### config.mk
export PLATFORM = sky130hd
export DESIGN_NAME = line_tokenizer_with_quotes_comments_top_flat
export DESIGN_NICKNAME = d
export VERILOG_FILES = /design/src/sv/ltq_pkg.sv /design/src/sv/ltq_req_if.sv /design/src/sv/ltq_rsp_if.sv /design/src/sv/line_tokenizer_with_quotes_comments_top.sv /design/src/sv/ltq_csr.sv /design/src/sv/ltq_in_stage.sv /design/src/sv/ltq_lexer.sv /design/src/flat_wrapper.sv
export VERILOG_INCLUDE_DIRS = /design/src /design/src/sv
export SDC_FILE = /design/constraint.sdc
export NUM_CORES = 1
export LEC_CHECK = 0
export BUFFER_PORTS_ARGS = -buffer_cell sky130_fd_sc_hd__buf_2
export CAP_MARGIN = 30
export CORE_ASPECT_RATIO = 1.2
export CORE_MARGIN = 1
export CORE_UTILIZATION = 62
export CTS_CLUSTER_DIAMETER = 30
export DETAILED_ROUTE_END_ITERATION = 10
export GPL_TIMING_DRIVEN = 0
export PLACE_DENSITY = 0.86
export SKIP_CTS_REPAIR_TIMING = 1
export SYNTH_ARGS = -nofsm -noshare
export SYNTH_HDL_FRONTEND = slang
export SYNTH_HIERARCHICAL = 1
export SYNTH_SLANG_ARGS = --single-unit
export TNS_END_PERCENT = 20
### constraint.sdc
create_clock -name clock -period 6.8 [get_ports clock]
set_input_delay 0.34 -clock clock [delete_from_list [all_inputs] [get_ports clock]]
set_output_delay 0.34 -clock clock [all_outputs]
set_load 0.02 [all_outputs]
### src/sv/line_tokenizer_with_quotes_comments_top_macros.svh
// ----------------------------------------------------------------------------
// Line tokenizer assertion macros
// Concurrent assertion wrappers shared by the tokenizer modules.
// ----------------------------------------------------------------------------
`ifndef LINE_TOKENIZER_WITH_QUOTES_COMMENTS_TOP_MACROS_SVH
`define LINE_TOKENIZER_WITH_QUOTES_COMMENTS_TOP_MACROS_SVH

`ifndef NO_ASSERTIONS
// property checked outside reset
`define LTQ_ASSERT(label, clk, rst, prop) \
   label: assert property (@(posedge clk) disable iff (rst) prop) \
      else $error("ltq assertion failed");
// property checked on every edge, reset included
`define LTQ_ASSERT_ALWAYS(label, clk, prop) \
   label: assert property (@(posedge clk) prop) \
      else $error("ltq assertion failed");
`else
`define LTQ_ASSERT(label, clk, rst, prop)
`define LTQ_ASSERT_ALWAYS(label, clk, prop)
`endif

`endif

### src/sv/ltq_pkg.sv
// ----------------------------------------------------------------------------
// Line tokenizer package
// Types, character codes and defaults shared by the tokenizer modules.
// ----------------------------------------------------------------------------
package ltq_pkg;

   // defaults for the top-level parameters
   localparam int MAX_TOKENS_DEF        = 255;
   localparam int LINE_NUMBER_WIDTH_DEF = 24;

   // fixed field widths
   localparam int CHAR_W        = 8;
   localparam int TOKEN_TOTAL_W = 8;
   localparam int LINE_OUT_W    = 24;

   // character codes
   localparam logic [CHAR_W-1:0] CH_HT         = 8'h09;
   localparam logic [CHAR_W-1:0] CH_LF         = 8'h0A;
   localparam logic [CHAR_W-1:0] CH_CR         = 8'h0D;
   localparam logic [CHAR_W-1:0] CH_SPACE      = 8'h20;
   localparam logic [CHAR_W-1:0] CH_PRINT_LO   = 8'h21;
   localparam logic [CHAR_W-1:0] CH_PRINT_HI   = 8'h7E;
   localparam logic [CHAR_W-1:0] COMMENT_RESET = 8'd35;
   localparam logic [CHAR_W-1:0] QUOTE_RESET   = 8'd34;

   // register map
   typedef enum logic [0:0] {
      CSR_COMMENT_CHAR = 1'b0,
      CSR_QUOTE_CHAR   = 1'b1
   } ltq_csr_index_type;

   // lexer states
   typedef enum logic [2:0] {
      ST_START   = 3'd0,
      ST_TOKEN   = 3'd1,
      ST_SPACE   = 3'd2,
      ST_STRING  = 3'd3,
      ST_COMMENT = 3'd4
   } ltq_state_type;

   // result status
   typedef enum logic [1:0] {
      STATUS_OK           = 2'd0,
      STATUS_UNEXPECTED   = 2'd1,
      STATUS_UNTERMINATED = 2'd2,
      STATUS_EARLY_END    = 2'd3
   } ltq_status_type;

   typedef struct packed {
      logic [CHAR_W-1:0] comment_char;
      logic [CHAR_W-1:0] quote_char;
   } ltq_cfg_type;

   typedef struct packed {
      logic [CHAR_W-1:0] data_byte;
      logic              end_of_input;
   } ltq_item_type;

   // held input beat towards the lexer
   typedef struct packed {
      logic         valid;
      ltq_item_type item;
   } ltq_stage_type;

   typedef struct packed {
      logic [CHAR_W-1:0]        out_char;
      logic                     store;
      logic                     token_start;
      logic                     line_end;
      logic                     end_of_file;
      logic [TOKEN_TOTAL_W-1:0] token_total;
      logic [LINE_OUT_W-1:0]    line_number;
      ltq_status_type           status;
   } ltq_result_type;

endpackage

### src/sv/ltq_req_if.sv
// ----------------------------------------------------------------------------
// Line tokenizer input channel
// Valid/ready channel carrying one text byte and the end-of-input flag.
// ----------------------------------------------------------------------------
interface ltq_req_if;
   logic                       valid;
   logic                       ready;
   logic [ltq_pkg::CHAR_W-1:0] data_byte;
   logic                       end_of_input;

   modport source (output valid, data_byte, end_of_input, input ready);
   modport sink   (input valid, data_byte, end_of_input, output ready);
endinterface

### src/sv/ltq_rsp_if.sv
// ----------------------------------------------------------------------------
// Line tokenizer result channel
// Valid/ready channel carrying one lexer result per input byte.
// ----------------------------------------------------------------------------
interface ltq_rsp_if;
   logic                              valid;
   logic                              ready;
   logic [ltq_pkg::CHAR_W-1:0]        out_char;
   logic                              store;
   logic                              token_start;
   logic                              line_end;
   logic                              end_of_file;
   logic [ltq_pkg::TOKEN_TOTAL_W-1:0] token_total;
   logic [ltq_pkg::LINE_OUT_W-1:0]    line_number;
   logic [1:0]                        status;

   modport source (output valid, out_char, store, token_start, line_end, end_of_file,
                   token_total, line_number, status, input ready);
   modport sink   (input valid, out_char, store, token_start, line_end, end_of_file,
                   token_total, line_number, status, output ready);
endinterface

### src/sv/line_tokenizer_with_quotes_comments_top.sv
// ----------------------------------------------------------------------------
// Line tokenizer top level
// Splits a byte stream into lines of tokens with quoted strings and comments.
// ----------------------------------------------------------------------------
// The block takes one text byte per beat and returns exactly one result beat
// for it, sustaining one byte per clock cycle while results are taken; a byte
// passes the input register, then the result register; the lexer state and
// the token and line counters update in the step that takes the byte, which
// sets that rate. While a result waits, one more byte can be taken into the
// input register; after that the input stalls until the result beat leaves.
// Write the comment and quote characters only while no byte is in flight.

module line_tokenizer_with_quotes_comments_top #(
   parameter int MAX_TOKENS        = ltq_pkg::MAX_TOKENS_DEF,
   parameter int LINE_NUMBER_WIDTH = ltq_pkg::LINE_NUMBER_WIDTH_DEF
) (
   input  logic                       clock,
   input  logic                       reset,
   ltq_req_if.sink                    req_bus,
   ltq_rsp_if.source                  rsp_bus,
   input  logic                       csr_we,
   input  logic [0:0]                 csr_index,
   input  logic [ltq_pkg::CHAR_W-1:0] csr_wdata
);

   ltq_pkg::ltq_cfg_type   cfg;
   ltq_pkg::ltq_stage_type stage;
   logic                   take;

   // configuration registers
   ltq_csr u_csr (
      .clock     (clock),
      .reset     (reset),
      .csr_we    (csr_we),
      .csr_index (csr_index),
      .csr_wdata (csr_wdata),
      .cfg       (cfg)
   );

   // input register
   ltq_in_stage u_in_stage (
      .clock   (clock),
      .reset   (reset),
      .req_bus (req_bus),
      .take    (take),
      .stage   (stage)
   );

   // lexer and result register
   ltq_lexer #(
      .MAX_TOKENS        (MAX_TOKENS),
      .LINE_NUMBER_WIDTH (LINE_NUMBER_WIDTH)
   ) u_lexer (
      .clock   (clock),
      .reset   (reset),
      .cfg     (cfg),
      .stage   (stage),
      .take    (take),
      .rsp_bus (rsp_bus)
   );

endmodule

### src/sv/ltq_csr.sv
// ----------------------------------------------------------------------------
// Line tokenizer configuration registers
// Holds the comment and quote characters, written through a plain port.
// ----------------------------------------------------------------------------
module ltq_csr (
   input  logic                       clock,
   input  logic                       reset,
   input  logic                       csr_we,
   input  logic [0:0]                 csr_index,
   input  logic [ltq_pkg::CHAR_W-1:0] csr_wdata,
   output ltq_pkg::ltq_cfg_type       cfg
);

   logic [ltq_pkg::CHAR_W-1:0] comment_ff, comment_in;
   logic [ltq_pkg::CHAR_W-1:0] quote_ff, quote_in;

   // register write decode
   always_comb begin
      comment_in = comment_ff;
      quote_in   = quote_ff;
      if (csr_we) begin
         unique case (ltq_pkg::ltq_csr_index_type'(csr_index))
            ltq_pkg::CSR_COMMENT_CHAR: comment_in = csr_wdata;
            ltq_pkg::CSR_QUOTE_CHAR:   quote_in   = csr_wdata;
            default: ;
         endcase
      end
   end

   always_ff @(posedge clock) begin
      if (reset) begin
         comment_ff <= ltq_pkg::COMMENT_RESET;
         quote_ff   <= ltq_pkg::QUOTE_RESET;
      end else begin
         comment_ff <= comment_in;
         quote_ff   <= quote_in;
      end
   end

   assign cfg.comment_char = comment_ff;
   assign cfg.quote_char   = quote_ff;

endmodule

### src/sv/ltq_in_stage.sv
// ----------------------------------------------------------------------------
// Line tokenizer input register
// Captures one input beat and holds it until the lexer takes it.
// ----------------------------------------------------------------------------
module ltq_in_stage (
   input  logic                   clock,
   input  logic                   reset,
   ltq_req_if.sink                req_bus,
   input  logic                   take,
   output ltq_pkg::ltq_stage_type stage
);

   logic                  valid_ff, valid_in;
   ltq_pkg::ltq_item_type item_ff, item_in;
   logic                  accept;

   // room when empty or when the held beat leaves this cycle
   assign req_bus.ready = !valid_ff || take;
   assign accept        = req_bus.valid && req_bus.ready;

   always_comb begin
      item_in  = item_ff;
      valid_in = valid_ff && !take;
      if (accept) begin
         item_in.data_byte    = req_bus.data_byte;
         item_in.end_of_input = req_bus.end_of_input;
         valid_in             = 1'b1;
      end
   end

   always_ff @(posedge clock) begin
      if (reset) begin
         valid_ff <= 1'b0;
      end else begin
         valid_ff <= valid_in;
      end
   end

   // payload needs no reset
   always_ff @(posedge clock) begin
      item_ff <= item_in;
   end

   assign stage.valid = valid_ff;
   assign stage.item  = item_ff;

endmodule

### src/sv/ltq_lexer.sv
// ----------------------------------------------------------------------------
// Line tokenizer lexer
// Five-state lexer, token and line counters, and the result register.
// ----------------------------------------------------------------------------
`include "line_tokenizer_with_quotes_comments_top_macros.svh"

module ltq_lexer #(
   parameter int MAX_TOKENS        = ltq_pkg::MAX_TOKENS_DEF,
   parameter int LINE_NUMBER_WIDTH = ltq_pkg::LINE_NUMBER_WIDTH_DEF
) (
   input  logic                   clock,
   input  logic                   reset,
   input  ltq_pkg::ltq_cfg_type   cfg,
   input  ltq_pkg::ltq_stage_type stage,
   output logic                   take,
   ltq_rsp_if.source              rsp_bus
);

   localparam int TW = $clog2(MAX_TOKENS + 1);
   localparam int LW = LINE_NUMBER_WIDTH;

   ltq_pkg::ltq_state_type state_ff, state_in, st;
   logic [TW-1:0]          tokens_ff, tokens_in, tokens_shown;
   logic [LW-1:0]          line_ff, line_in;
   logic                   res_valid_ff, res_valid_in;
   ltq_pkg::ltq_result_type res_ff, res_in;

   logic [ltq_pkg::CHAR_W-1:0] c;
   logic eof, eol, blank, printable, is_comment, is_quote;
   logic store, tstart, lend, eoff, finish, restart, adv;
   ltq_pkg::ltq_status_type status;
   logic [TW+7:0] tokens_ext;
   logic [LW+23:0] line_ext;

   // the lexer steps when a beat is held and the result register has room
   assign take = stage.valid && (!res_valid_ff || rsp_bus.ready);

   // character classes
   assign c          = stage.item.data_byte;
   assign eof        = stage.item.end_of_input;
   assign eol        = (c == ltq_pkg::CH_LF) || (c == ltq_pkg::CH_CR);
   assign blank      = (c == ltq_pkg::CH_SPACE) ||
                       ((c >= ltq_pkg::CH_HT) && (c <= ltq_pkg::CH_CR));
   assign printable  = (c >= ltq_pkg::CH_PRINT_LO) && (c <= ltq_pkg::CH_PRINT_HI);
   assign is_comment = (c == cfg.comment_char);
   assign is_quote   = (c == cfg.quote_char);

   // unused codes act as the start state
   always_comb begin
      unique case (state_ff)
         ltq_pkg::ST_TOKEN, ltq_pkg::ST_SPACE, ltq_pkg::ST_STRING,
         ltq_pkg::ST_COMMENT: st = state_ff;
         default:             st = ltq_pkg::ST_START;
      endcase
   end

   // per-byte flags and status
   always_comb begin
      store   = 1'b0;
      tstart  = 1'b0;
      lend    = 1'b0;
      eoff    = 1'b0;
      finish  = 1'b0;
      restart = 1'b0;
      adv     = 1'b0;
      status  = ltq_pkg::STATUS_OK;
      unique case (st)
         ltq_pkg::ST_STRING: begin
            if (eof) begin
               status = ltq_pkg::STATUS_UNTERMINATED;
               eoff   = 1'b1;
               finish = 1'b1;
            end else if (eol) begin
               status  = ltq_pkg::STATUS_UNTERMINATED;
               restart = 1'b1;
               adv     = 1'b1;
            end else if (!is_quote) begin
               store = 1'b1;
            end
         end
         ltq_pkg::ST_COMMENT: begin
            if (eof) begin
               status = ltq_pkg::STATUS_EARLY_END;
               eoff   = 1'b1;
               finish = 1'b1;
            end else if (eol) begin
               if (tokens_ff != '0) begin
                  lend   = 1'b1;
                  finish = 1'b1;
               end else begin
                  adv = 1'b1;
               end
            end
         end
         default: begin
            if (eof) begin
               if (st != ltq_pkg::ST_START) status = ltq_pkg::STATUS_EARLY_END;
               eoff   = 1'b1;
               finish = 1'b1;
            end else if (st == ltq_pkg::ST_START && c == ltq_pkg::CH_LF) begin
               adv = 1'b1;
            end else if (st != ltq_pkg::ST_START && eol) begin
               lend   = 1'b1;
               finish = 1'b1;
            end else if (blank || is_comment) begin
               // state change only
            end else if (is_quote) begin
               tstart = (st != ltq_pkg::ST_TOKEN);
            end else if (printable) begin
               tstart = (st != ltq_pkg::ST_TOKEN);
               store  = 1'b1;
            end else begin
               status  = ltq_pkg::STATUS_UNEXPECTED;
               restart = 1'b1;
            end
         end
      endcase
   end

   // next lexer state
   always_comb begin
      state_in = st;
      unique case (st)
         ltq_pkg::ST_STRING: begin
            if (!eof && !eol && is_quote) state_in = ltq_pkg::ST_TOKEN;
         end
         ltq_pkg::ST_COMMENT: begin
            if (!eof && eol) state_in = ltq_pkg::ST_START;
         end
         default: begin
            if (eof || eol) begin
               // line ends and input end are handled by finish or restart below
            end else if (blank) begin
               if (st == ltq_pkg::ST_TOKEN) state_in = ltq_pkg::ST_SPACE;
            end else if (is_comment) begin
               state_in = ltq_pkg::ST_COMMENT;
            end else if (is_quote) begin
               state_in = ltq_pkg::ST_STRING;
            end else if (printable) begin
               state_in = ltq_pkg::ST_TOKEN;
            end
         end
      endcase
      if (finish || restart) state_in = ltq_pkg::ST_START;
   end

   // token and line counters, both saturating
   always_comb begin
      tokens_shown = tokens_ff;
      if (tstart && (tokens_ff < TW'(MAX_TOKENS))) tokens_shown = tokens_ff + 1'b1;
      tokens_in = (finish || restart) ? '0 : tokens_shown;
      line_in   = line_ff;
      if ((adv || finish) && (line_ff != {LW{1'b1}})) line_in = line_ff + 1'b1;
   end

   assign tokens_ext = {8'b0, tokens_shown};
   assign line_ext   = {24'b0, line_ff};

   // result register load
   always_comb begin
      res_in             = res_ff;
      res_valid_in       = res_valid_ff && !rsp_bus.ready;
      if (take) begin
         res_valid_in       = 1'b1;
         res_in.out_char    = store ? c : '0;
         res_in.store       = store;
         res_in.token_start = tstart;
         res_in.line_end    = lend;
         res_in.end_of_file = eoff;
         res_in.token_total = (tokens_ext > (TW + 8)'(255)) ? 8'hFF : tokens_ext[7:0];
         res_in.line_number = line_ext[23:0];
         res_in.status      = status;
      end
   end

   always_ff @(posedge clock) begin
      if (reset) begin
         state_ff     <= ltq_pkg::ST_START;
         tokens_ff    <= '0;
         line_ff      <= LW'(1);
         res_valid_ff <= 1'b0;
      end else begin
         if (take) begin
            state_ff  <= state_in;
            tokens_ff <= tokens_in;
            line_ff   <= line_in;
         end
         res_valid_ff <= res_valid_in;
      end
   end

   // payload needs no reset
   always_ff @(posedge clock) begin
      res_ff <= res_in;
   end

   assign rsp_bus.valid       = res_valid_ff;
   assign rsp_bus.out_char    = res_ff.out_char;
   assign rsp_bus.store       = res_ff.store;
   assign rsp_bus.token_start = res_ff.token_start;
   assign rsp_bus.line_end    = res_ff.line_end;
   assign rsp_bus.end_of_file = res_ff.end_of_file;
   assign rsp_bus.token_total = res_ff.token_total;
   assign rsp_bus.line_number = res_ff.line_number;
   assign rsp_bus.status      = res_ff.status;

   // input end always leaves an empty line in the start state
   `LTQ_ASSERT(a_eof_restarts, clock, reset,
      (take && eof) |=> (state_ff == ltq_pkg::ST_START && tokens_ff == '0))
   // counters only move on a step
   `LTQ_ASSERT(a_line_holds, clock, reset, !take |=> $stable(line_ff))
   // a line end and an input end never share a beat
   `LTQ_ASSERT(a_end_exclusive, clock, reset,
      res_valid_ff |-> !(res_ff.line_end && res_ff.end_of_file))
   // a stored byte never carries an error
   `LTQ_ASSERT(a_store_ok, clock, reset,
      (res_valid_ff && res_ff.store) |-> (res_ff.status == ltq_pkg::STATUS_OK))

endmodule
### src/flat_wrapper.sv
// flat-port wrapper written by rule: the top's interface ports become plain ports
module line_tokenizer_with_quotes_comments_top_flat 
#(
   parameter int MAX_TOKENS        = ltq_pkg::MAX_TOKENS_DEF,
   parameter int LINE_NUMBER_WIDTH = ltq_pkg::LINE_NUMBER_WIDTH_DEF
)
  (clock, reset, csr_we, csr_index, csr_wdata, req_bus_valid, req_bus_data_byte, req_bus_end_of_input, req_bus_ready, rsp_bus_valid, rsp_bus_out_char, rsp_bus_store, rsp_bus_token_start, rsp_bus_line_end, rsp_bus_end_of_file, rsp_bus_token_total, rsp_bus_line_number, rsp_bus_status, rsp_bus_ready);
  ltq_req_if req_bus_i ();
  ltq_rsp_if rsp_bus_i ();
  input  logic clock;
  input  logic reset;
  input  logic csr_we;
  input  logic [0:0] csr_index;
  input  logic [ltq_pkg::CHAR_W-1:0] csr_wdata;
  input wire logic [$bits(req_bus_i.valid)-1:0] req_bus_valid;
  input wire logic [$bits(req_bus_i.data_byte)-1:0] req_bus_data_byte;
  input wire logic [$bits(req_bus_i.end_of_input)-1:0] req_bus_end_of_input;
  output wire logic [$bits(req_bus_i.ready)-1:0] req_bus_ready;
  output wire logic [$bits(rsp_bus_i.valid)-1:0] rsp_bus_valid;
  output wire logic [$bits(rsp_bus_i.out_char)-1:0] rsp_bus_out_char;
  output wire logic [$bits(rsp_bus_i.store)-1:0] rsp_bus_store;
  output wire logic [$bits(rsp_bus_i.token_start)-1:0] rsp_bus_token_start;
  output wire logic [$bits(rsp_bus_i.line_end)-1:0] rsp_bus_line_end;
  output wire logic [$bits(rsp_bus_i.end_of_file)-1:0] rsp_bus_end_of_file;
  output wire logic [$bits(rsp_bus_i.token_total)-1:0] rsp_bus_token_total;
  output wire logic [$bits(rsp_bus_i.line_number)-1:0] rsp_bus_line_number;
  output wire logic [$bits(rsp_bus_i.status)-1:0] rsp_bus_status;
  input wire logic [$bits(rsp_bus_i.ready)-1:0] rsp_bus_ready;
  assign req_bus_i.valid = req_bus_valid;
  assign req_bus_i.data_byte = req_bus_data_byte;
  assign req_bus_i.end_of_input = req_bus_end_of_input;
  assign req_bus_ready = req_bus_i.ready;
  assign rsp_bus_valid = rsp_bus_i.valid;
  assign rsp_bus_out_char = rsp_bus_i.out_char;
  assign rsp_bus_store = rsp_bus_i.store;
  assign rsp_bus_token_start = rsp_bus_i.token_start;
  assign rsp_bus_line_end = rsp_bus_i.line_end;
  assign rsp_bus_end_of_file = rsp_bus_i.end_of_file;
  assign rsp_bus_token_total = rsp_bus_i.token_total;
  assign rsp_bus_line_number = rsp_bus_i.line_number;
  assign rsp_bus_status = rsp_bus_i.status;
  assign rsp_bus_i.ready = rsp_bus_ready;
  line_tokenizer_with_quotes_comments_top #(.MAX_TOKENS(MAX_TOKENS), .LINE_NUMBER_WIDTH(LINE_NUMBER_WIDTH)) u_core (.clock(clock), .reset(reset), .req_bus(req_bus_i), .rsp_bus(rsp_bus_i), .csr_we(csr_we), .csr_index(csr_index), .csr_wdata(csr_wdata));
endmodule
# Word level (Yosys, flattened, before mapping)
# Cells that the tools add are included.
# totals
inputBits	23
elab_cells	144
ff_bits	108
out_inout_bits	48
# classes
order_cmp	6
eq_ne	14
reduce_logical	35
n_addsub	2
n_bitwise	1
mux	69
# ops
cell	n
$mux 1	45
$mux 3	10
$add 24x1->24 const B	1
$ne 24x24->1 const B	1
$eq 8x4->1 const B	2
$eq 8x8->1	2
$mux 8	2
$logic_and 1x1->1	13
$mux 2	5
$pmux 1 s2	5
$eq 3x2->1 const B	3
$add 8x1->8 const B	1
$eq 8x6->1 const B	1
$ge 8x4->1 const B	1
$ge 8x6->1 const B	1
$gt 8x8->1 const B	1
$le 8x4->1 const B	1
$le 8x7->1 const B	1
$logic_or 1x1->1	8
$lt 8x8->1 const B	1
$reduce_bool 8->1	1
$eq 3x1->1 const B	2
$eq 3x3->1 const B	2
$logic_not 1->1	6
9 further kinds	11

# Logic depth before layout (Yosys ltp)
# Gate-level depths: netlist of the first run.
# depth
ltp_word	14
mapped_depth	10
ltp_nobuf	9

# Cells and area by module
# Netlist of the first run, hierarchy kept.
# by_module_without_submodules
module	instances	cells_each	seq_area_each_um2	area_per_inst_um2
ltq_lexer	1	388	2102.0	4031.4
ltq_csr	1	65	320.3	668.1
ltq_in_stage	1	15	290.3	332.8

# Worst setup path before layout of the first run
# No wires, ideal clock.
# synth_timing
path_kind	register -> register
start	reg u_core.u_lexer.res_valid_ff (netlist: u_core/u_lexer/rsp_bus.valid)
end	reg u_core.u_lexer.line_ff[23]
path_stages_with_launch	9
arrival_ps	2996
setup_time_ps	121
synth_period_minus_slack_ps	3117
n_path_buf	1
slack_ps	3683
required_ps	6679
cell_sequence	dfxtp_1 nand2b_1 nand2_1 inv_1 nand4_1 or2_1 buf_2 or3_1 mux2_4
# synth_between
elab_chain_len	4
# synth_lines
element	line	text
start: declaration	ltq_lexer.sv:25	logic res_valid_ff, res_valid_in;
start signal: assignment	ltq_lexer.sv:188	res_valid_ff <= res_valid_in;
$logic_not 1->1	ltq_lexer.sv:36	assign take = stage.valid && (!res_valid_ff || rsp_bus.ready);
$logic_or 1x1->1	ltq_lexer.sv:36	
$logic_and 1x1->1	ltq_lexer.sv:36	
named net u_core.take	line_tokenizer_with_quotes_comments_top.sv:28	logic take;
$reduce_and 2->1 (no source line)	n/a	
end signal: assignment	ltq_lexer.sv:186	line_ff <= line_in;
end: declaration	ltq_lexer.sv:24	logic [LW-1:0] line_ff, line_in;
# The timed path passes the listed nets, and every way through them passes these cells.
# A chain may end at the register's enable or synchronous reset.

# Worst setup path after layout of the first run
# layout_timing
start	reg u_core.u_in_stage.valid_ff
end	reg u_core.u_lexer.line_ff[23]
# layout_between
elab_chain_len	2
# layout_lines
element	line	text
start: declaration	ltq_in_stage.sv:13	logic valid_ff, valid_in;
start signal: assignment	ltq_in_stage.sv:35	valid_ff <= valid_in;
$logic_and 1x1->1	ltq_lexer.sv:36	
named net u_core.take	line_tokenizer_with_quotes_comments_top.sv:28	
$reduce_and 2->1 (no source line)	n/a	
# The timed path passes the listed nets, and every way through them passes these cells.

==> metrics, run 1 <==
Synth Area in Adders=0.7459%; Critical Path End=u_core/u_lexer/line_ff[23]; fin crit period=2.887 ns; critical path data arrival time=3.15 ns; ys flop type=edfxtp_1; Simple-Gate Fraction of Synth Area=20.91%; Fmax=346.4 MHz; Leak=2.138 nW; crit path kind=reg2reg; largest net degree at the start of global routing=33; VDD IR max=0.0001439 V; CP endpoint kind=flop; first drt pass iteration count=8; CP Data Required Time=7.07 ns; final wirelength=9915 um; number of global-route vias before repair=3591; R2R Path End=u_core/u_lexer/line_ff[23]; largest family of logic cells by synthesized area=simple AND/OR/NAND/NOR gates; clock latency on the worst-skew pair=0.36 ns; Rel. slew slack=44.75%; final setup violating endpoints=0; Mapped Area=0.005032 sq mm; Die X-Extent=84.24 um; first-pass GRT wire length=16710 um; Worst-path clk slew=0.10 ns; Area Overhead vs Synth=13.20%; clock root cell=clkbuf_8; fin. max-slew vios=0; CTS sink count=108; Synth Area in Compound Gates=10.32%; failing checks=design-rule violations; die area=0.008482 sq mm; Synth cell types=64; post-synthesis mux area share=3.531%; diode count=0; Seq/Total Area, Yosys=53.90%; CTS tree=yes; gr ovfl total=0; total number of vias=3768; die height=100.7 um; initial core utilization=64.92%; Max Cap Violations=0; final worst setup slack=3.913 ns; ANT nets after route=0; DP Area=0.005518 sq mm; status=complete, but fails checks; Final Cycle Share=42.46%; row count=35; Worst Skew=0.01023 ns; initial antenna violation count=0; fill count=566; Worst Tran Pin Value=0.8224 ns; clock buffer depth=2; fin area=0.005697 sq mm; number of enable flip-flop cells after synthesis=55; CTS Buf Count=9; Avg Synthesized Cell Area=10.75 sq um; number of remaining DRC errors=10; crit path from=u_core/u_in_stage/valid_ff; Final Hold Fails=0; Pwr Total=1.214 mW; # nets final=576; Total GRT Usage=24.98%; multi-input logic area=0.002102 sq mm; Syn Nets=494; RSZ-0062 raised after global routing=no; synth warn=6; top cell type's share of synthesized area=32.82%; #FFs+latches synth=108; Routability Congestion=0.8929; power per cell area=213.0 mW/mm^2; IO Port Bufs=70; CP Launch Type=flop; Wirelength per Cell=15.32 um; worst hold path type=in2reg; CORE AREA=0.007751 sq mm; HPWL after DPL=7213 um; worst reg2reg path depth=9; Avg Vias per Cell=5.824; XOR/XNOR Fraction of Synth Area=6.266%; Synth Instances=468; Synth area leaders=edfxtp_1, dfxtp_1, xnor2_1; dpl ws=3.881 ns; Min Hold Slack=0.1449 ns; initial drt markers=286; setup tns final=0 ns; fraction of registers with async set/reset=0%; layout cells sized above 1=21.80%; Top Ports=71; r2r setup slk=3.91 ns; worst r2r src=u_core/u_in_stage/valid_ff; Crit Path Max Fanout=32; Seq. cell area=0.002713 sq mm; area leader, netlist=edfxtp_1; H-Tree Depth=3
-- per-stage QoR --
stage          util (%)  instances
3_3_place_gp      70.93        630
6_report          73.49        647
5_1_grt           73.49        647
2_1_floorplan         -        468
3_5_place_dp      71.19        631
4_1_cts           73.49        647
-- report_power, final --
part | internal (mW) | total (mW) | leakage (nW) | switching [mW]
registers | 0.712 | 0.723 | 0.947 | 0.0113
clock network | 0.138 | 0.356 | 0.0923 | 0.218
logic | 0.0492 | 0.134 | 1.10 | 0.0851
-- cell usage in the layout, fill, tap and decap left out, drive strengths merged, types with 4 or more instances in the layout --
cell	instances
a21o	6
a21oi	23
a31oi	8
and2	11
and3	10
buf	90
clkbuf	15
dfxtp	53
edfxtp	55
inv	20
mux2i	14
nand2	25
nand2b	23
nand3	15
nand4	10
nor2	44
nor3	16
nor3b	5
nor4	6
o21ai	14
or2	4
or3	4
xnor2	26
xor2	10
-- flip-flops by register name (all words and copies together) (netlist names), 2 cells and up --
name	count
u_core/u_in_stage/stage	9
u_core/u_lexer/tokens_ff	8
u_core/u_csr/quote_ff	8
u_core/u_lexer/rsp_bus.status	2
u_core/u_lexer/rsp_bus.token_total	8
u_core/u_csr/comment_ff	8
u_core/u_lexer/rsp_bus.line_number	24
u_core/u_lexer/line_ff	24
u_core/u_lexer/state_ff	3
u_core/u_lexer/rsp_bus.out_char	8
-- cells in the mapped netlist, types with 2 or more instances --
cell       n
and2_1    10
xnor2_1   26
a21oi_1   22
nand3_1   15
a22o_1     3
or3_1      4
o31ai_1    2
nand2_1   25
a21o_1     6
dfxtp_1   53
clkbuf_1   6
mux2i_1   14
nor3b_4    2
a211oi_1   3
o21ai_0   13
and4b_1    2
or4_1      3
buf_2      9
and3_1    10
edfxtp_1  55
nand4_1   10
buf_4      4
inv_1     16
nor3_1    16
nand2b_1  22
nor3b_1    3
xor2_1    10
ha_1       3
or3b_1     2
a31oi_1    8
buf_6      5
and4_1     3
nor4_1     6
or2_1      3
and3b_1    2
nor2_1    44
-- worst max-delay path, stage by stage (launching register included) --
cell and delay [ns]:
dfxtp_1 0.39, buf_4 0.13, nand2_1 0.22, inv_2 0.42
buf_12 0.26, nand4_1 0.27, or2_1 0.29, buf_2 0.16
or3_1 0.33, mux2_4 0.30
-- cell type report --
cell class	count	share of cell area [%]
flip-flops and latches	108	47.62
multi-input cells	319	36.90
clock inverters	7	0.9664
plain buffers	25	2.767
clock buffers	9	2.174
repair buffers	71	6.501
inverters	16	1.054
well taps	92	2.021
-- logic make-up after synthesis --
family                     count (synthesis)
and+or+nand+nor                          189
xor gates and xnor gates                  36
adders and majority gates                  3
DFF                                      108
AOI/OAI and AO/OA                         74
muxes                                     17
buffers and inverters                     41
-- routing by layer --
metal / up-vias / global-route usage (%) / part of all wire [%]
li1: 1849 / - / -
met2: 122 / 43.13 / 51
met3: 15 / 4.586 / 4.8
met5: - / 0 / 0
met4: 0 / 8.886 / 1.5
met1: 1782 / 31.69 / 43
-- worst min-delay path by stage --
stage / startpoint / end / cells past startpoint
6_report: req_bus_data_byte[0] / u_core/u_in_stage/stage[1] / 1
5_1_grt: req_bus_data_byte[0] / u_core/u_in_stage/stage[1] / 1
4_1_cts: req_bus_data_byte[3] / u_core/u_in_stage/stage[4] / 1
3_5_place_dp: u_core/u_lexer/line_ff[17] / u_core/u_lexer/rsp_bus.line_number[17] / 0
3_3_place_gp: u_core/u_lexer/line_ff[22] / u_core/u_lexer/rsp_bus.line_number[22] / 0
2_1_floorplan: reset / u_core/u_in_stage/valid_ff / 1
Note: power is estimated with default switching activity, not from simulation.
==> run 2, diff against run 1 <==
--- a/config.mk
+++ b/config.mk
@@ -10,11 +10,11 @@
 export CAP_MARGIN = 30
 export CORE_ASPECT_RATIO = 1.2
 export CORE_MARGIN = 1
-export CORE_UTILIZATION = 62
+export CORE_UTILIZATION = 52
 export CTS_CLUSTER_DIAMETER = 30
 export DETAILED_ROUTE_END_ITERATION = 10
 export GPL_TIMING_DRIVEN = 0
-export PLACE_DENSITY = 0.86
+export PLACE_DENSITY = 0.77
 export SKIP_CTS_REPAIR_TIMING = 1
 export SYNTH_ARGS = -nofsm -noshare
 export SYNTH_HDL_FRONTEND = slang
==> constraint.sdc (replaced) <==
create_clock -name clock -period 2.5 [get_ports clock]
set_input_delay 0.125 -clock clock [delete_from_list [all_inputs] [get_ports clock]]
set_output_delay 0.125 -clock clock [all_outputs]
set_load 0.02 [all_outputs]
==> metrics, run 2 (same netlist as run 1, synthesis figures left out) <==
crit path kind=reg2reg; CP Launch Type=flop; destination of the worst hold path=u_core/u_csr/quote_ff[0]; CP Cell Sequence=nor3b_4 > o211a_4 > a31oi_2 > o211a_1 > or2_1 > buf_6 > or3_4 > mux2_4; worst r2r src=u_core/u_in_stage/stage[8]; Final Hold Fails=0 (unchanged); Area Overhead vs Synth=22.03%; final setup violating endpoints=12 (+12); number of remaining DRC errors=0 (-10); final wirelength=10640 um (+7.3%); gr ovfl total=0 (unchanged); Worst-path clk slew=0.10 ns (about the same); RSZ-0062 raised after global routing=yes; CTS sink count=108 (unchanged); Total GRT Usage=21.05% (-3.9 points); diode count=0 (unchanged); Min Hold Slack=0.006785 ns (-0.1381 ns); min-delay src=csr_wdata[0]; clock latency on the worst-skew pair=0.38 ns (+0.02 ns); WHS Path Cells=3 (+2); Leak=2.285 nW (+6.9%); Worst Tran Pin Value=0.6378 ns (-0.1847 ns); CTS tree=yes; worst reg2reg path depth=8 (-1); status=complete, but fails checks; layout cells sized above 1=28.52% (+6.7 points); most frequent cells in the layout=buf_2, edfxtp_1, dfxtp_1; Crit Path Max Fanout=8 (-75%); Avg Vias per Cell=5.594 (-3.9%); R2R Path End=u_core/u_lexer/line_ff[23]; CP Data Required Time=2.77 ns (-4.30 ns); total number of vias=3927 (+4.2%); ANT nets after route=0 (unchanged); clock buffer depth=2 (unchanged); fill count=725 (+28%); max incr delay on CP=0.53 ns (+0.11 ns); number of global-route vias before repair=3476 (-3.2%); Max Cap Violations=0 (unchanged); initial antenna violation count=0 (unchanged); die height=109.8 um (+9.0%); CTS Buf Count=9 (unchanged); H-Tree Depth=3 (unchanged); Top Ports=71 (unchanged); Pwr Total=3.362 mW (+180%); critical path data arrival time=2.90 ns (-0.25 ns); HPWL after DPL=7058 um (-2.1%); Routability Congestion=0.8860 (-0.77%); fin. max-slew vios=0 (unchanged); final worst setup slack=-0.1285 ns (-4.041 ns); clock root cell=clkbuf_8; Final Cycle Share=105.1% (+63 points); Worst Skew=0.01171 ns (+0.001473 ns); # nets final=603 (+4.7%); Die X-Extent=91.81 um (+9.0%); initial drt markers=233 (-19%); first drt pass iteration count=5 (-3); slowest CP cell=edfxtp_1; row count=38 (+8.6%); CP endpoint kind=flop; crit path from=u_core/u_in_stage/stage[8]; fin crit period=2.628 ns (-0.2587 ns); r2r setup slk=-0.13 ns (-4.04 ns); Wirelength per Cell=15.15 um (-1.1%); worst hold path type=in2reg; setup tns final=-0.6322 ns (-0.6322 ns); VDD IR max=0.0003089 V (+110%); Fmax=380.4 MHz (+9.8%); largest net degree at the start of global routing=36 (+9.1%); initial core utilization=54.56% (-10 points); commonest non-fill, non-tap cell in the layout=buf_2; power per cell area=547.5 mW/mm^2 (+160%); first-pass GRT wire length=16540 um (-1.0%); IO Port Bufs=70 (unchanged); die area=0.01008 sq mm (+19%); failing checks=negative setup slack; Rel. slew slack=57.48% (+13 points); CORE AREA=0.009224 sq mm (+19%)
run 2: worst max-delay path by stage:
| stage | endpoint | slack (ns) |
|---|---|---|
| 6_report | u_core/u_lexer/line_ff[23] | -0.13 |
| 5_1_grt | u_core/u_lexer/line_ff[23] | -0.20 |
| 4_1_cts | u_core/u_lexer/tokens_ff[0] | -0.17 |
| 3_5_place_dp | u_core/u_lexer/line_ff[23] | -0.12 |
| 3_3_place_gp | u_core/u_lexer/line_ff[23] | -0.38 |
| 2_1_floorplan | u_core/u_lexer/line_ff[23] | -0.004 |
run 2: stage by stage:
step | std cells | setup slack (ns) | utilization, % | cell area [sq um]
6_report | 702 | -0.1285 | 66.58 | 6141
5_1_grt | 702 | -0.2017 | 66.58 | 6141
4_1_cts | 675 | -0.1717 | 62.49 | 5764
3_5_place_dp | 659 | -0.1227 | 60.57 | 5587
3_3_place_gp | 658 | -0.3784 | 60.35 | 5567
2_1_floorplan | 468 | -0.003912 | - | 5066
run 2: cell type report:
class / instances / area (sq um) / share of cell area [%]
Clock buffer: 11 / 141.4 / 2.302
Sequential cell: 108 / 2723 / 44.34
Inverter: 16 / 63.81 / 1.039
Tap cell: 120 / 150.1 / 2.445
Timing Repair Buffer: 99 / 609.3 / 9.923
Buffer: 24 / 175.2 / 2.852
Clock inverter: 5 / 36.28 / 0.5909
Multi-Input combinational cell: 319 / 2242 / 36.51
run 2: power breakdown:
group	switching, mW	internal (mW)	leakage (nW)
clock network	0.582	0.392	0.0836
registers	0.0330	1.94	0.948
logic	0.252	0.168	1.25
total	0.866	2.50	2.28
run 2: worst max-delay path: cells and delay by family (launching register included):
kind / cells / cell delay (ns)
compound gates: 3 / 0.66
buf+inv: 1 / 0.14
simple gates: 3 / 0.89
flops: 1 / 0.53
mux: 1 / 0.30
run 2: metal layers:
| metal | vias to the layer above | GRT usage (%) | wire length [um] |
|---|---|---|---|
| met3 | 19 | 4.979 | 594 |
| met1 | 1863 | 27.00 | 4648 |
| li1 | 1913 | - | - |
| met5 | - | 0 | 0 |
| met2 | 132 | 33.89 | 5184 |
| met4 | 0 | 9.933 | 207 |
==> run 3, diff against run 2 <==
--- a/config.mk
+++ b/config.mk
@@ -10,11 +10,10 @@
 export CAP_MARGIN = 30
 export CORE_ASPECT_RATIO = 1.2
 export CORE_MARGIN = 1
-export CORE_UTILIZATION = 52
-export CTS_CLUSTER_DIAMETER = 30
+export CORE_UTILIZATION = 35
 export DETAILED_ROUTE_END_ITERATION = 10
 export GPL_TIMING_DRIVEN = 0
-export PLACE_DENSITY = 0.77
+export PLACE_DENSITY = 0.56
 export SKIP_CTS_REPAIR_TIMING = 1
 export SYNTH_ARGS = -nofsm -noshare
 export SYNTH_HDL_FRONTEND = slang
==> metrics, run 3 (same netlist as run 1, synthesis figures left out) <==
fill count=1253 (+73%); VDD IR max=0.0002635 V (-15%); Final Hold Fails=0 (unchanged); commonest non-fill, non-tap cell in the layout=buf_2; HPWL after DPL=7740 um (+9.7%); max incr delay on CP=0.52 ns (about the same); Leak=2.368 nW (+3.7%); r2r setup slk=-0.08 ns (+0.05 ns); most frequent cells in the layout=buf_2, edfxtp_1, dfxtp_1; Worst Tran Pin Value=0.4915 ns (-0.1462 ns); Rel. slew slack=67.05% (+9.6 points); fin crit period=2.578 ns (-0.05006 ns); Wirelength per Cell=14.69 um (-3.0%); # nets final=602 (-0.17%); fin. max-slew vios=0 (unchanged); CORE AREA=0.01394 sq mm (+51%); min-delay src=req_bus_valid; largest net degree at the start of global routing=31 (-14%); die area=0.01486 sq mm (+48%); ANT nets after route=0 (unchanged); destination of the worst hold path=u_core/u_in_stage/valid_ff; final wirelength=11050 um (+3.9%); initial drt markers=229 (-1.7%); clock buffer depth=2 (unchanged); status=complete, but fails checks; Crit Path Max Fanout=8 (unchanged); setup tns final=-0.2664 ns (+0.3658 ns); IO Port Bufs=70 (unchanged); worst hold path type=in2reg; Fmax=387.8 MHz (+1.9%); Routability Congestion=0.8737 (-1.4%); final setup violating endpoints=8 (-4); Top Ports=71 (unchanged); gr ovfl total=0 (unchanged); worst reg2reg path depth=8 (unchanged); Pwr Total=3.985 mW (+19%); Worst-path clk slew=0.07 ns (-0.03 ns); diode count=0 (unchanged); critical path data arrival time=2.82 ns (-0.08 ns); first-pass GRT wire length=17170 um (+3.8%); total number of vias=3860 (-1.7%); number of global-route vias before repair=3499 (+0.66%); Total GRT Usage=14.54% (-6.5 points); crit path from=u_core/u_in_stage/stage[8]; Avg Vias per Cell=5.133 (-8.2%); layout cells sized above 1=28.23% (-0.30 points); worst r2r src=u_core/u_in_stage/stage[8]; Area Overhead vs Synth=26.38%; CP endpoint kind=flop; H-Tree Depth=3 (unchanged); WHS Path Cells=3 (unchanged); clock root cell=clkbuf_16; R2R Path End=u_core/u_lexer/line_ff[23]; CTS tree=yes; die height=133.4 um (+21%); CP Launch Type=flop; crit path kind=reg2reg; CP Data Required Time=2.74 ns (-0.03 ns); failing checks=design-rule violations, negative setup slack; Worst Skew=0.008085 ns (-0.003621 ns); Die X-Extent=111.5 um (+21%); CP Cell Sequence=nor3b_4 > o211a_4 > a211oi_2 > o211a_1 > or2_1 > buf_6 > or3_4 > mux2_4; CTS Buf Count=9 (unchanged); power per cell area=626.6 mW/mm^2 (+14%); number of remaining DRC errors=6 (+6); final worst setup slack=-0.07843 ns (+0.05006 ns); clock latency on the worst-skew pair=0.35 ns (-0.03 ns); Final Cycle Share=103.1% (-2.0 points); slowest CP cell=edfxtp_1; first drt pass iteration count=10 (+5); Max Cap Violations=0 (unchanged); RSZ-0062 raised after global routing=yes; row count=47 (+24%); CTS sink count=108 (unchanged); initial core utilization=36.11% (-18 points); initial antenna violation count=0 (unchanged)
## run 3: critical path, delay by kind of cell (launching register included)
kind	cells	cell delay (ns)
AND/OR/NAND/NOR	3	0.87
AO/OA/AOI/OAI	3	0.65
flip-flops	1	0.52
multiplexers	1	0.29
buffers and inverters	1	0.13
## run 3: cell type report
class | count | area [sq um] | share of cell area [%]
clock inverter | 5 | 102.6 | 1.613
timing repair buffer | 96 | 588.1 | 9.247
tap | 171 | 214.0 | 3.364
multi-input combinational | 319 | 2248 | 35.35
sequential | 108 | 2720 | 42.77
inverter | 16 | 63.81 | 1.003
timing repair inverter | 1 | 5.005 | 0.07869
buffer | 25 | 185.2 | 2.912
clock buffer | 11 | 232.7 | 3.659
## run 3: worst max path at each step
stage / endpoint / cells after the start
floorplan: u_core/u_lexer/line_ff[23] / 8
global placement: u_core/u_lexer/line_ff[23] / 8
detailed placement: u_core/u_lexer/line_ff[14] / 7
CTS: u_core/u_lexer/line_ff[14] / 7
global route: u_core/u_lexer/line_ff[23] / 10
finish: u_core/u_lexer/line_ff[23] / 8
## run 3: metrics by stage
step | util, % | instances | cell area, sq um | setup slack (ns) | hold slack (ns)
after floorplan | - | 468 | 5066 | -0.003912 | 0.1801
after global placement | 40.40 | 709 | 5630 | -0.4764 | 0.3038
after detailed placement | 40.54 | 710 | 5650 | -0.1709 | 0.3031
after CTS | 42.95 | 726 | 5986 | -0.1870 | -0.06504
after global routing | 45.63 | 752 | 6360 | -0.1736 | 0.02023
final | 45.63 | 752 | 6360 | -0.07843 | 0.01555
## run 3: where the power goes
group          switching [mW]  internal, mW  total [mW]
clock network           0.617         0.978        1.60
logic                   0.250         0.168       0.418
registers              0.0332          1.94        1.97
total                   0.901          3.08        3.98
## run 3: layer usage
layer	routed length (um)	GRT usage [%]	vias up	part of all wire, %
met1	4619	16.90	1853	42
met4	265	6.156	0	2.4
met5	0	0	-	0
li1	-	-	1904	-
met2	5696	25.80	85	52
met3	466	3.139	18	4.2
